[src/design/rlcs_pkg.sv]
package rlcs_pkg;

   // fixed geometry of one led word
   localparam int BITS_PER_LED = 24;
   localparam int COLOUR_W     = 24;
   localparam int BIT_W        = 5;
   localparam logic [BIT_W-1:0] BIT_LAST = BIT_W'(BITS_PER_LED - 1);

   // request command codes
   localparam logic [1:0] CMD_WRITE = 2'd0;
   localparam logic [1:0] CMD_START = 2'd1;
   localparam logic [1:0] CMD_TICK  = 2'd2;

   // classified operation codes
   localparam logic [1:0] OP_NONE  = 2'd0;
   localparam logic [1:0] OP_WRITE = 2'd1;
   localparam logic [1:0] OP_START = 2'd2;
   localparam logic [1:0] OP_TICK  = 2'd3;

   // csr register indexes
   localparam logic [1:0] CSR_ONE_HIGH  = 2'd0;
   localparam logic [1:0] CSR_ZERO_HIGH = 2'd1;
   localparam logic [1:0] CSR_PERIOD    = 2'd2;
   localparam logic [1:0] CSR_RST_SLOTS = 2'd3;

   // csr reset values
   localparam logic [7:0] ONE_HIGH_RST  = 8'd53;
   localparam logic [7:0] ZERO_HIGH_RST = 8'd21;
   localparam logic [7:0] PERIOD_RST    = 8'd90;
   localparam logic [7:0] RST_SLOTS_RST = 8'd45;

   typedef struct packed {
      logic [1:0]          kind;
      logic [4:0]          idx;
      logic [COLOUR_W-1:0] colour;
   } op_type;

   // reset slot count kept as whole led words plus leftover bits
   typedef struct packed {
      logic [7:0]       one_high_ticks;
      logic [7:0]       zero_high_ticks;
      logic [7:0]       bit_period_ticks;
      logic [3:0]       rst_words;
      logic [BIT_W-1:0] rst_bits;
   } cfg_type;

   // whole led words in a slot count, (x * 171) >> 12 is x / 24 for any 8-bit x
   function automatic logic [3:0] slot_words(logic [7:0] slots);
      logic [15:0] prod;
      prod = {8'b0, slots} * 16'd171;
      return prod[15:12];
   endfunction

   // slots left over after the whole led words
   function automatic logic [BIT_W-1:0] slot_bits(logic [7:0] slots);
      logic [7:0] whole;
      whole = {4'b0, slot_words(slots)};
      whole = slots - ((whole << 4) + (whole << 3));
      return whole[BIT_W-1:0];
   endfunction

endpackage

[src/design/rlcs_front.sv]
module rlcs_front #(
   parameter int LED_TOTAL = 24
) (
   input  logic                 clock,
   input  logic                 reset,
   input  logic                 req_valid,
   output logic                 req_ready,
   input  logic [1:0]           req_cmd,
   input  logic [4:0]           req_pixel_index,
   input  logic [7:0]           req_red,
   input  logic [7:0]           req_green,
   input  logic [7:0]           req_blue,
   output logic                 op_valid,
   output rlcs_pkg::op_type     op,
   input  logic                 op_pop
);

   localparam logic [10:0] LED_LIMIT = 11'(LED_TOTAL);

   rlcs_pkg::op_type q_ff [2];
   logic             wr_ptr_ff, wr_ptr_in;
   logic             rd_ptr_ff, rd_ptr_in;
   logic [1:0]       cnt_ff, cnt_in;
   rlcs_pkg::op_type new_op;
   logic             push;

   // classify the incoming command
   always_comb begin
      new_op.idx    = req_pixel_index;
      new_op.colour = {req_green, req_red, req_blue};
      case (req_cmd)
         rlcs_pkg::CMD_WRITE: begin
            new_op.kind = ({6'b0, req_pixel_index} < LED_LIMIT) ? rlcs_pkg::OP_WRITE
                                                                : rlcs_pkg::OP_NONE;
         end
         rlcs_pkg::CMD_START: new_op.kind = rlcs_pkg::OP_START;
         rlcs_pkg::CMD_TICK:  new_op.kind = rlcs_pkg::OP_TICK;
         default:             new_op.kind = rlcs_pkg::OP_NONE;
      endcase
   end

   // two-entry queue toward the back end
   assign req_ready = (cnt_ff != 2'd2);
   assign push      = req_valid && req_ready;
   assign op_valid  = (cnt_ff != 2'd0);
   assign op        = q_ff[rd_ptr_ff];

   always_comb begin
      wr_ptr_in = push ? ~wr_ptr_ff : wr_ptr_ff;
      rd_ptr_in = op_pop ? ~rd_ptr_ff : rd_ptr_ff;
      cnt_in    = cnt_ff + 2'(push) - 2'(op_pop);
   end

   always_ff @(posedge clock) begin
      if (reset) begin
         wr_ptr_ff <= 1'b0;
         rd_ptr_ff <= 1'b0;
         cnt_ff    <= 2'd0;
      end else begin
         wr_ptr_ff <= wr_ptr_in;
         rd_ptr_ff <= rd_ptr_in;
         cnt_ff    <= cnt_in;
      end
   end

   always_ff @(posedge clock) begin
      if (push) begin
         q_ff[wr_ptr_ff] <= new_op;
      end
   end

endmodule

[src/design/rlcs_back.sv]
module rlcs_back #(
   parameter int LED_TOTAL = 24
) (
   input  logic              clock,
   input  logic              reset,
   input  rlcs_pkg::cfg_type cfg,
   input  logic              op_valid,
   input  rlcs_pkg::op_type  op,
   output logic              op_pop,
   output logic              rsp_valid,
   input  logic              rsp_ready,
   output logic              rsp_line_level,
   output logic              rsp_busy_res,
   output logic              rsp_frame_done
);

   // only indexes below 32 can ever be written, the rest stay black
   localparam int STORE_DEPTH = (LED_TOTAL < 32) ? LED_TOTAL : 32;
   localparam int SIDX_W      = (STORE_DEPTH > 1) ? $clog2(STORE_DEPTH) : 1;
   // frame slot position counted as whole led words plus a bit in the word
   localparam int WORD_W      = $clog2(LED_TOTAL + 16);
   localparam logic [WORD_W-1:0] LED_LIMIT   = WORD_W'(LED_TOTAL);
   localparam logic [WORD_W-1:0] STORE_LIMIT = WORD_W'(STORE_DEPTH);

   logic [rlcs_pkg::COLOUR_W-1:0] store_ff [STORE_DEPTH];
   logic [rlcs_pkg::COLOUR_W-1:0] store_in [STORE_DEPTH];
   logic                          sending_ff, sending_in;
   logic [WORD_W-1:0]             word_ff, word_in;
   logic [rlcs_pkg::BIT_W-1:0]    bit_ff, bit_in;
   logic [7:0]                    tick_ff, tick_in;
   logic                          done_in;
   logic [7:0]                    tick_plus;
   logic [WORD_W-1:0]             lead_word;
   logic [WORD_W-1:0]             end_word;
   logic                          in_lead;
   logic                          borrow;
   logic [WORD_W-1:0]             led;
   logic [rlcs_pkg::BIT_W-1:0]    data_bit;
   logic [rlcs_pkg::COLOUR_W-1:0] colour;
   logic                          cur_bit;
   logic [7:0]                    high_ticks;
   logic                          level_in;
   logic                          rsp_valid_ff;
   logic                          level_ff, busy_ff, done_ff;

   // take an op whenever the output register is free or draining
   assign op_pop = op_valid && (!rsp_valid_ff || rsp_ready);

   // lead-in length and frame length in the same word/bit form
   assign lead_word = {{(WORD_W-4){1'b0}}, cfg.rst_words};
   assign end_word  = lead_word + LED_LIMIT;

   // state update for one op
   always_comb begin
      store_in   = store_ff;
      sending_in = sending_ff;
      word_in    = word_ff;
      bit_in     = bit_ff;
      tick_in    = tick_ff;
      done_in    = 1'b0;
      tick_plus  = tick_ff + 8'd1;
      if (op_pop) begin
         case (op.kind)
            rlcs_pkg::OP_WRITE: begin
               store_in[op.idx[SIDX_W-1:0]] = op.colour;
            end
            rlcs_pkg::OP_START: begin
               if (!sending_ff) begin
                  sending_in = 1'b1;
                  word_in    = '0;
                  bit_in     = '0;
                  tick_in    = 8'd0;
               end
            end
            rlcs_pkg::OP_TICK: begin
               if (sending_ff) begin
                  if (tick_plus >= cfg.bit_period_ticks) begin
                     tick_in = 8'd0;
                     if (bit_ff == rlcs_pkg::BIT_LAST) begin
                        bit_in  = '0;
                        word_in = word_ff + WORD_W'(1);
                     end else begin
                        bit_in = bit_ff + rlcs_pkg::BIT_W'(1);
                     end
                     // frame ends once the slot count reaches lead-in plus data
                     if ((word_in > end_word) ||
                         ((word_in == end_word) && (bit_in >= cfg.rst_bits))) begin
                        sending_in = 1'b0;
                        word_in    = '0;
                        bit_in     = '0;
                        done_in    = 1'b1;
                     end
                  end else begin
                     tick_in = tick_plus;
                  end
               end
            end
            default: ;
         endcase
      end
   end

   // line level after this op, store read with the write folded in
   always_comb begin
      in_lead    = (word_in < lead_word) ||
                   ((word_in == lead_word) && (bit_in < cfg.rst_bits));
      borrow     = (bit_in < cfg.rst_bits);
      led        = word_in - lead_word - WORD_W'(borrow);
      data_bit   = borrow ?
                   (bit_in + rlcs_pkg::BIT_W'(rlcs_pkg::BITS_PER_LED) - cfg.rst_bits) :
                   (bit_in - cfg.rst_bits);
      colour     = (led < STORE_LIMIT) ? store_in[led[SIDX_W-1:0]] : '0;
      cur_bit    = colour[rlcs_pkg::BIT_LAST - data_bit];
      high_ticks = cur_bit ? cfg.one_high_ticks : cfg.zero_high_ticks;
      level_in   = sending_in && !in_lead && (led < LED_LIMIT) && (tick_in < high_ticks);
   end

   always_ff @(posedge clock) begin
      if (reset) begin
         sending_ff <= 1'b0;
         word_ff    <= '0;
         bit_ff     <= '0;
         tick_ff    <= 8'd0;
         for (int i = 0; i < STORE_DEPTH; i++) begin
            store_ff[i] <= '0;
         end
      end else begin
         sending_ff <= sending_in;
         word_ff    <= word_in;
         bit_ff     <= bit_in;
         tick_ff    <= tick_in;
         store_ff   <= store_in;
      end
   end

   // output register
   always_ff @(posedge clock) begin
      if (reset) begin
         rsp_valid_ff <= 1'b0;
      end else if (op_pop) begin
         rsp_valid_ff <= 1'b1;
      end else if (rsp_ready) begin
         rsp_valid_ff <= 1'b0;
      end
   end

   always_ff @(posedge clock) begin
      if (op_pop) begin
         level_ff <= level_in;
         busy_ff  <= sending_in;
         done_ff  <= done_in;
      end
   end

   assign rsp_valid      = rsp_valid_ff;
   assign rsp_line_level = level_ff;
   assign rsp_busy_res   = busy_ff;
   assign rsp_frame_done = done_ff;

endmodule

[src/design/rgb_led_chain_serializer_top.sv]
// Serializer for a chain of addressable rgb leds, one data line, grb order.
// req channel: cmd 0 writes red/green/blue for led pixel_index (indexes at or
// beyond LED_TOTAL are dropped), cmd 1 starts a frame unless one runs, cmd 2
// is one timing tick, cmd 3 does nothing. Every request gives one rsp
// transfer: the line level after it, busy and a one-shot frame_done flag.
// A frame is reset_slot_count low slots, then 24 bits per led, msb first,
// each slot bit_period_ticks ticks long, high for the one or zero time.
// csr channel: index 0..3 writes one-high, zero-high, period, reset slots;
// always ready, write only while no request is outstanding.
// Path: a request is first registered in the queue and then, once the
// output register is free or draining, in the rsp output register.
// Throughput: one request per cycle while rsp is not stalled; a two-entry
// queue sits between the decode front end and the frame engine, and the
// engine does one slot update and one store read per request.
// Reset (synchronous): colours go black, no frame runs, csrs take defaults.
// A stalled rsp holds its data; the queue takes up to two more requests
// and then drops req_ready until rsp transfers resume.
module rgb_led_chain_serializer_top #(
   parameter int LED_TOTAL = 24
) (
   input  logic       clock,
   input  logic       reset,
   input  logic       req_valid,
   output logic       req_ready,
   input  logic [1:0] req_cmd,
   input  logic [4:0] req_pixel_index,
   input  logic [7:0] req_red,
   input  logic [7:0] req_green,
   input  logic [7:0] req_blue,
   output logic       rsp_valid,
   input  logic       rsp_ready,
   output logic       rsp_line_level,
   output logic       rsp_busy_res,
   output logic       rsp_frame_done,
   input  logic       csr_valid,
   output logic       csr_ready,
   input  logic [1:0] csr_index,
   input  logic [7:0] csr_wdata
);

   rlcs_pkg::cfg_type cfg_ff, cfg_in;
   rlcs_pkg::op_type  op;
   logic              op_valid;
   logic              op_pop;

   // csr registers
   assign csr_ready = 1'b1;

   always_comb begin
      cfg_in = cfg_ff;
      if (csr_valid && csr_ready) begin
         case (csr_index)
            rlcs_pkg::CSR_ONE_HIGH:  cfg_in.one_high_ticks   = csr_wdata;
            rlcs_pkg::CSR_ZERO_HIGH: cfg_in.zero_high_ticks  = csr_wdata;
            rlcs_pkg::CSR_PERIOD:    cfg_in.bit_period_ticks = csr_wdata;
            rlcs_pkg::CSR_RST_SLOTS: begin
               // lead-in kept split into led words and leftover bits
               cfg_in.rst_words = rlcs_pkg::slot_words(csr_wdata);
               cfg_in.rst_bits  = rlcs_pkg::slot_bits(csr_wdata);
            end
            default: ;
         endcase
      end
   end

   always_ff @(posedge clock) begin
      if (reset) begin
         cfg_ff.one_high_ticks   <= rlcs_pkg::ONE_HIGH_RST;
         cfg_ff.zero_high_ticks  <= rlcs_pkg::ZERO_HIGH_RST;
         cfg_ff.bit_period_ticks <= rlcs_pkg::PERIOD_RST;
         cfg_ff.rst_words        <= rlcs_pkg::slot_words(rlcs_pkg::RST_SLOTS_RST);
         cfg_ff.rst_bits         <= rlcs_pkg::slot_bits(rlcs_pkg::RST_SLOTS_RST);
      end else begin
         cfg_ff <= cfg_in;
      end
   end

   // decode and queue
   rlcs_front #(
      .LED_TOTAL(LED_TOTAL)
   ) u_front (
      .clock           (clock),
      .reset           (reset),
      .req_valid       (req_valid),
      .req_ready       (req_ready),
      .req_cmd         (req_cmd),
      .req_pixel_index (req_pixel_index),
      .req_red         (req_red),
      .req_green       (req_green),
      .req_blue        (req_blue),
      .op_valid        (op_valid),
      .op              (op),
      .op_pop          (op_pop)
   );

   // frame engine and colour store
   rlcs_back #(
      .LED_TOTAL(LED_TOTAL)
   ) u_back (
      .clock          (clock),
      .reset          (reset),
      .cfg            (cfg_ff),
      .op_valid       (op_valid),
      .op             (op),
      .op_pop         (op_pop),
      .rsp_valid      (rsp_valid),
      .rsp_ready      (rsp_ready),
      .rsp_line_level (rsp_line_level),
      .rsp_busy_res   (rsp_busy_res),
      .rsp_frame_done (rsp_frame_done)
   );

endmodule

[config.mk]
export PLATFORM = sky130hd
export DESIGN_NAME = rgb_led_chain_serializer_top
export DESIGN_NICKNAME = d
export VERILOG_FILES = /design/src/design/rlcs_pkg.sv /design/src/design/rlcs_front.sv /design/src/design/rlcs_back.sv /design/src/design/rgb_led_chain_serializer_top.sv
export SDC_FILE = /design/constraint.sdc
export NUM_CORES = 2
export LEC_CHECK = 0
export ABC_AREA = 1
export BUFFER_PORTS_ARGS = -buffer_cell sky130_fd_sc_hd__buf_2
export CAP_MARGIN = 30
export CORE_ASPECT_RATIO = 1.2
export CORE_MARGIN = 2
export CORE_UTILIZATION = 38
export CTS_CLUSTER_SIZE = 25
export DETAILED_ROUTE_END_ITERATION = 10
export PLACE_DENSITY = 0.65
export SLEW_MARGIN = 20
export SYNTH_ARGS = -nofsm -noshare
export SYNTH_HDL_FRONTEND = slang
export SYNTH_SLANG_ARGS = --single-unit
[constraint.sdc]
create_clock -name clock -period 15.6 [get_ports clock]
set_input_delay 3.12 -clock clock [delete_from_list [all_inputs] [get_ports clock]]
set_output_delay 3.12 -clock clock [all_outputs]
set_load 0.01 [all_outputs]
==> results.md <==
Die:
- For this design the top-level I/O count stands at between 50 and 60.
- The floorplan step set the die width to ~290 um.
- The area of the placeable core is roughly 100,000 um2.
- The area of the die is slightly above 100,000 um2.
- The initialized floorplan defines about 130 standard-cell rows.
- The die outline height is ~350 um.
- For this configuration, the core starts out at a cell density of 38.2%.

STA:
- Hold is met by around 0.45 ns.
- The worst-margin pin slew is 0.989 ns.
- For the final database, setup skew stands at around 0.028 ns.
- The final critical-path required period is 10.85 ns.
- Setup repair after global routing left no endpoint under its margin.
- The sum of negative setup slack is 0 ns.
- After layout, the worst path uses 69.5% of the clock period.
- Headroom to the max-slew limit came out at between 30% and 40%.
- The count of final hold-check violations came to 0.
- Setup violations remaining at the end of the flow were counted as 0.
- The max-slew violation total from the final report is 0.
- For this run, the top clock speed supported by timing is around 92 MHz.

Min path:
- The critical hold path startpoint is u_front.rd_ptr_ff.
- The path type of the worst min-delay path is register to register.
- The cell count of the worst hold path is 1.

Run status:
- The run finished with clean final reports.

Critical path:
- The endpoint of the worst-slack reg-to-reg timing path is u_back.rsp_line_level.
- The most repeated library cell on the critical path is nand2_1.
- The worst setup path is captured at a register.
- Data arrives at the worst endpoint at 11.24 ns.
- The kind of launch point of the worst setup path is a primary input.
- The worst register-to-register path has a depth of about 50.
- For this run, the slowest stage of the critical path takes about 0.85 ns.
- The largest individual stage delay along the critical path comes from the cell buf_4.
- The critical setup path kind is primary input to register.
- In this run the register-to-register setup slack is 5.56 ns.
- In this run the critical register-to-register path is launched from u_back.bit_ff[0].
- The worst endpoint required time is 15.99 ns.
- The maximum net fanout on the critical path is around 150.

Clocking:
- The number of gates resized after CTS is 0.
- The TritonCTS clock tree is yes.
- The post-CTS clock slew at the launch and capture registers of the worst setup and hold paths is roughly 0.060 ns.
- The number of buffers added for setup after CTS is 0.
- Clock latency on the worst-skew pair, taken at its later pin, is 0.64 ns.
- The cell at the root of the clock tree is clkbuf_16.
- The number of hold buffers added after CTS was 0.
- The H-tree generated during clock tree synthesis spans 3 levels.
- The clock drives 700 sinks.
- In this run the deepest clock path goes through 3 buffers.
- TritonCTS created 73 clock buffers.

Global routing:
- The via count of the first global-routing pass is approximately 34,000.
- Entering global routing, the biggest net connects ~150 pins.
- The first global-routing pass estimated ~200,000 um of wire.
- The initial antenna violation count came to 0.
- The total overflow reported by the global router is 0.
- The total global routing track utilization is between 20% and 30%.

Job:
- The max capacitance violation total is 0.

Yosys:
- Of all cell types, the one taking the most synthesized area is dfxtp_1.
- The average cell area after synthesis is ~6.6 um2.
- The number of flops mapped to enable cells by yosys is 65.
- By area the synthesized netlist is led by dfxtp_1 (33%), nand2_1 (17%), nand3_1 (12%).
- The async set or reset register ratio after synthesis is 0%.
- The flip-flop and latch count after synthesis is 700.
- Sequential elements use about two fifths of the synthesized area.
- The net count after synthesis is about 6,000.
- For this run, the leading register cell type out of synthesis is dfxtp_1.
- The synthesized netlist cell count is about 5,800.
- The netlist uses 52 different library cells.
- During synthesis, Yosys emitted a total of 0 warnings.
- The top cell type's share of synthesized area is 33.4%.
- In this run the cell area of the synthesized design comes to between 30,000 and 40,000 um2.

Final layout:
- After routing the design area is around 41,000 um2.
- The library cells used most frequently in the layout, excluding fill and tap cells, are nand2_1 (1,733), nand3_1 (926), inv_1 (653).
- The most common cell after layout, fill and taps aside is nand2_1.
- The share of the core filled with cells in the final layout is between 40% and 50%.
- The antenna diode instance count is 0.
- The number of filler cells placed in the layout is between 10,000 and 15,000.
- For this run, the post-layout net count is roughly 5,800.
- Relative to the synthesized area, the layout overhead comes to 8.72%.
- The layout cell share with drive strength beyond 1 is roughly 6.2%.

Routing:
- The detailed router put a total of ~50,000 um of wire on met1.
- After detailed routing, the met2 layer carries 58,800 um of wire.
- For this run, design rule violations remaining after detail routing come to 0.
- For this block, the initial DRC count from the detailed router was about 4,000.
- The uppermost signal routing layer after detailed routing is met4.
- The overall routed net length is approximately 130,000 um.
- The iteration count of the initial detailed-routing pass is 8.
- The post-route antenna net violation count is 0.
- The detail-routed via count per cell is 5.34.
- In the detailed route, the total length drawn on met3 is between 10,000 and 15,000 um.
- Summing over every cut layer, the via total after detailed routing is approximately 37,000.
- The routed wirelength normalized by instance count is between 15 and 20 um.

Placement:
- The last weighted congestion value of the routability-driven placer is between 0.8 and 0.9.
- The detailed placement HPWL is 75,700 um.
- The post-place instance area is 38,900 um2.
- The count of buffers added on input and output ports is 50.

Power and ir drop:
- The maximum vdd ir drop is between 0.0001 and 0.00015 V.
- The analysis attributes to cell leakage a power of roughly 19 nW.
- The total design power is between 5 and 6 mW.
- Power spread over the standard cell area amounts to approximately 120 nW/um2.
[power breakdown]
| part | switching, mW | internal [mW] | leakage, nW |
|---|---|---|---|
| logic | 1.12 | 0.306 | 11.7 |
| registers | 0.0281 | 1.88 | 5.73 |
| clock network | 0.765 | 1.01 | 1.15 |
[logic make-up (layout without fill, tap and decap cells)]
| group | after synthesis | in the layout | synth area share, % |
|---|---|---|---|
| AO/OA/AOI/OAI | 492 | 492 | 7.15 |
| XOR/XNOR | 27 | 27 | 0.622 |
| adder cells (fa/ha/maj) | 113 | 113 | 4.07 |
| buffers and inverters | 1055 | 933 | 11.2 |
| flip-flops | 700 | 700 | 38.6 |
| multiplexers | 7 | 7 | 0.184 |
| other | 1 | 1 | 0.00986 |
| AND/OR/NAND/NOR | 3408 | 3408 | 38.2 |
[cell usage after synthesis, types with 3 or more instances]
| master | number |
|---|---|
| nand2_2 | 17 |
| buf_2 | 135 |
| edfxtp_1 | 65 |
| clkinv_1 | 7 |
| nand3_2 | 4 |
| inv_1 | 655 |
| o211ai_1 | 54 |
| buf_6 | 10 |
| a211oi_1 | 5 |
| or2_2 | 22 |
| nand3_4 | 4 |
| nor2_4 | 8 |
| nand4_1 | 75 |
| o22ai_1 | 3 |
| xnor2_1 | 5 |
| buf_4 | 15 |
| ha_1 | 95 |
| fa_1 | 18 |
| o21a_1 | 6 |
| nor2_8 | 4 |
| mux2i_1 | 7 |
| o21ai_2 | 12 |
| nor2_1 | 586 |
| a21oi_1 | 139 |
| nor3_1 | 7 |
| o21ai_1 | 66 |
| nand2_4 | 6 |
| nand2_1 | 1735 |
| dfxtp_1 | 635 |
| o21ai_0 | 191 |
| buf_1 | 50 |
| and2_1 | 4 |
| clkbuf_1 | 172 |
| a22oi_1 | 4 |
| nor2_2 | 5 |
| nand3_1 | 926 |
| xor2_1 | 22 |
| inv_2 | 10 |
[flip-flops by register name, indices dropped and copies added, names as in the netlist, named ones only]
name                   cells
u_back.word_ff             6
u_front.cnt_ff             2
u_back.rsp_frame_done      1
u_back.store_ff          576
cfg_ff                    33
u_back.bit_ff              5
u_back.tick_ff             8
u_back.rsp_line_level      1
u_front.wr_ptr_ff          1
u_back.sending_ff          1
u_front.rd_ptr_ff          1
u_front.q_ff              62
u_back.rsp_busy_res        1
u_back.rsp_valid           1
[metrics by stage]
step / worst slack (ns) / instances
6_report: 4.75 / 6971
5_1_grt: 4.16 / 6971
4_1_cts: 4.87 / 6968
3_5_place_dp: 4.23 / 6838
3_3_place_gp: 4.47 / 6836
2_1_floorplan: 6.38 / 5803
[per-layer routing]
metal  vias up  GRT usage (%)
met4         0           12.2
met2      1645           41.4
li1      18100              -
met1     17200           29.8
met3       317           3.24
met5         -              0
[layout make-up]
cell class,count,area (um2),area share (%)
Timing Repair Buffer,130,978,2.37
Inverter,673,2540,6.14
Clock buffer,105,2110,5.10
Sequential cell,700,14700,35.5
Clock inverter,25,240,0.581
Tap cell,1290,1610,3.90
Multi-Input combinational cell,4048,19200,46.4
[critical path, delay by kind of cell]
kind | cells | cell delay [ns]
muxes | 1 | 0.15
adders and majority gates | 5 | 1.70
xor gates and xnor gates | 1 | 0.16
and+or+nand+nor | 21 | 2.75
AOI/OAI and AO/OA | 6 | 0.96
buffers and inverters | 8 | 2.26
[how the worst max path moves through the flow]
stage | end | slack (ns) | startpoint | cells after the start
after floorplan | u_back.rsp_line_level | 6.38 | rsp_ready | 39
after global placement | u_back.rsp_line_level | 4.47 | rsp_ready | 42
after detailed placement | u_back.rsp_line_level | 4.23 | rsp_ready | 42
after CTS | u_back.rsp_line_level | 4.87 | rsp_ready | 42
after global routing | u_back.rsp_line_level | 4.16 | rsp_ready | 42
final | u_back.rsp_line_level | 4.75 | rsp_ready | 42
Note: power is estimated with default switching activity, not from simulation.
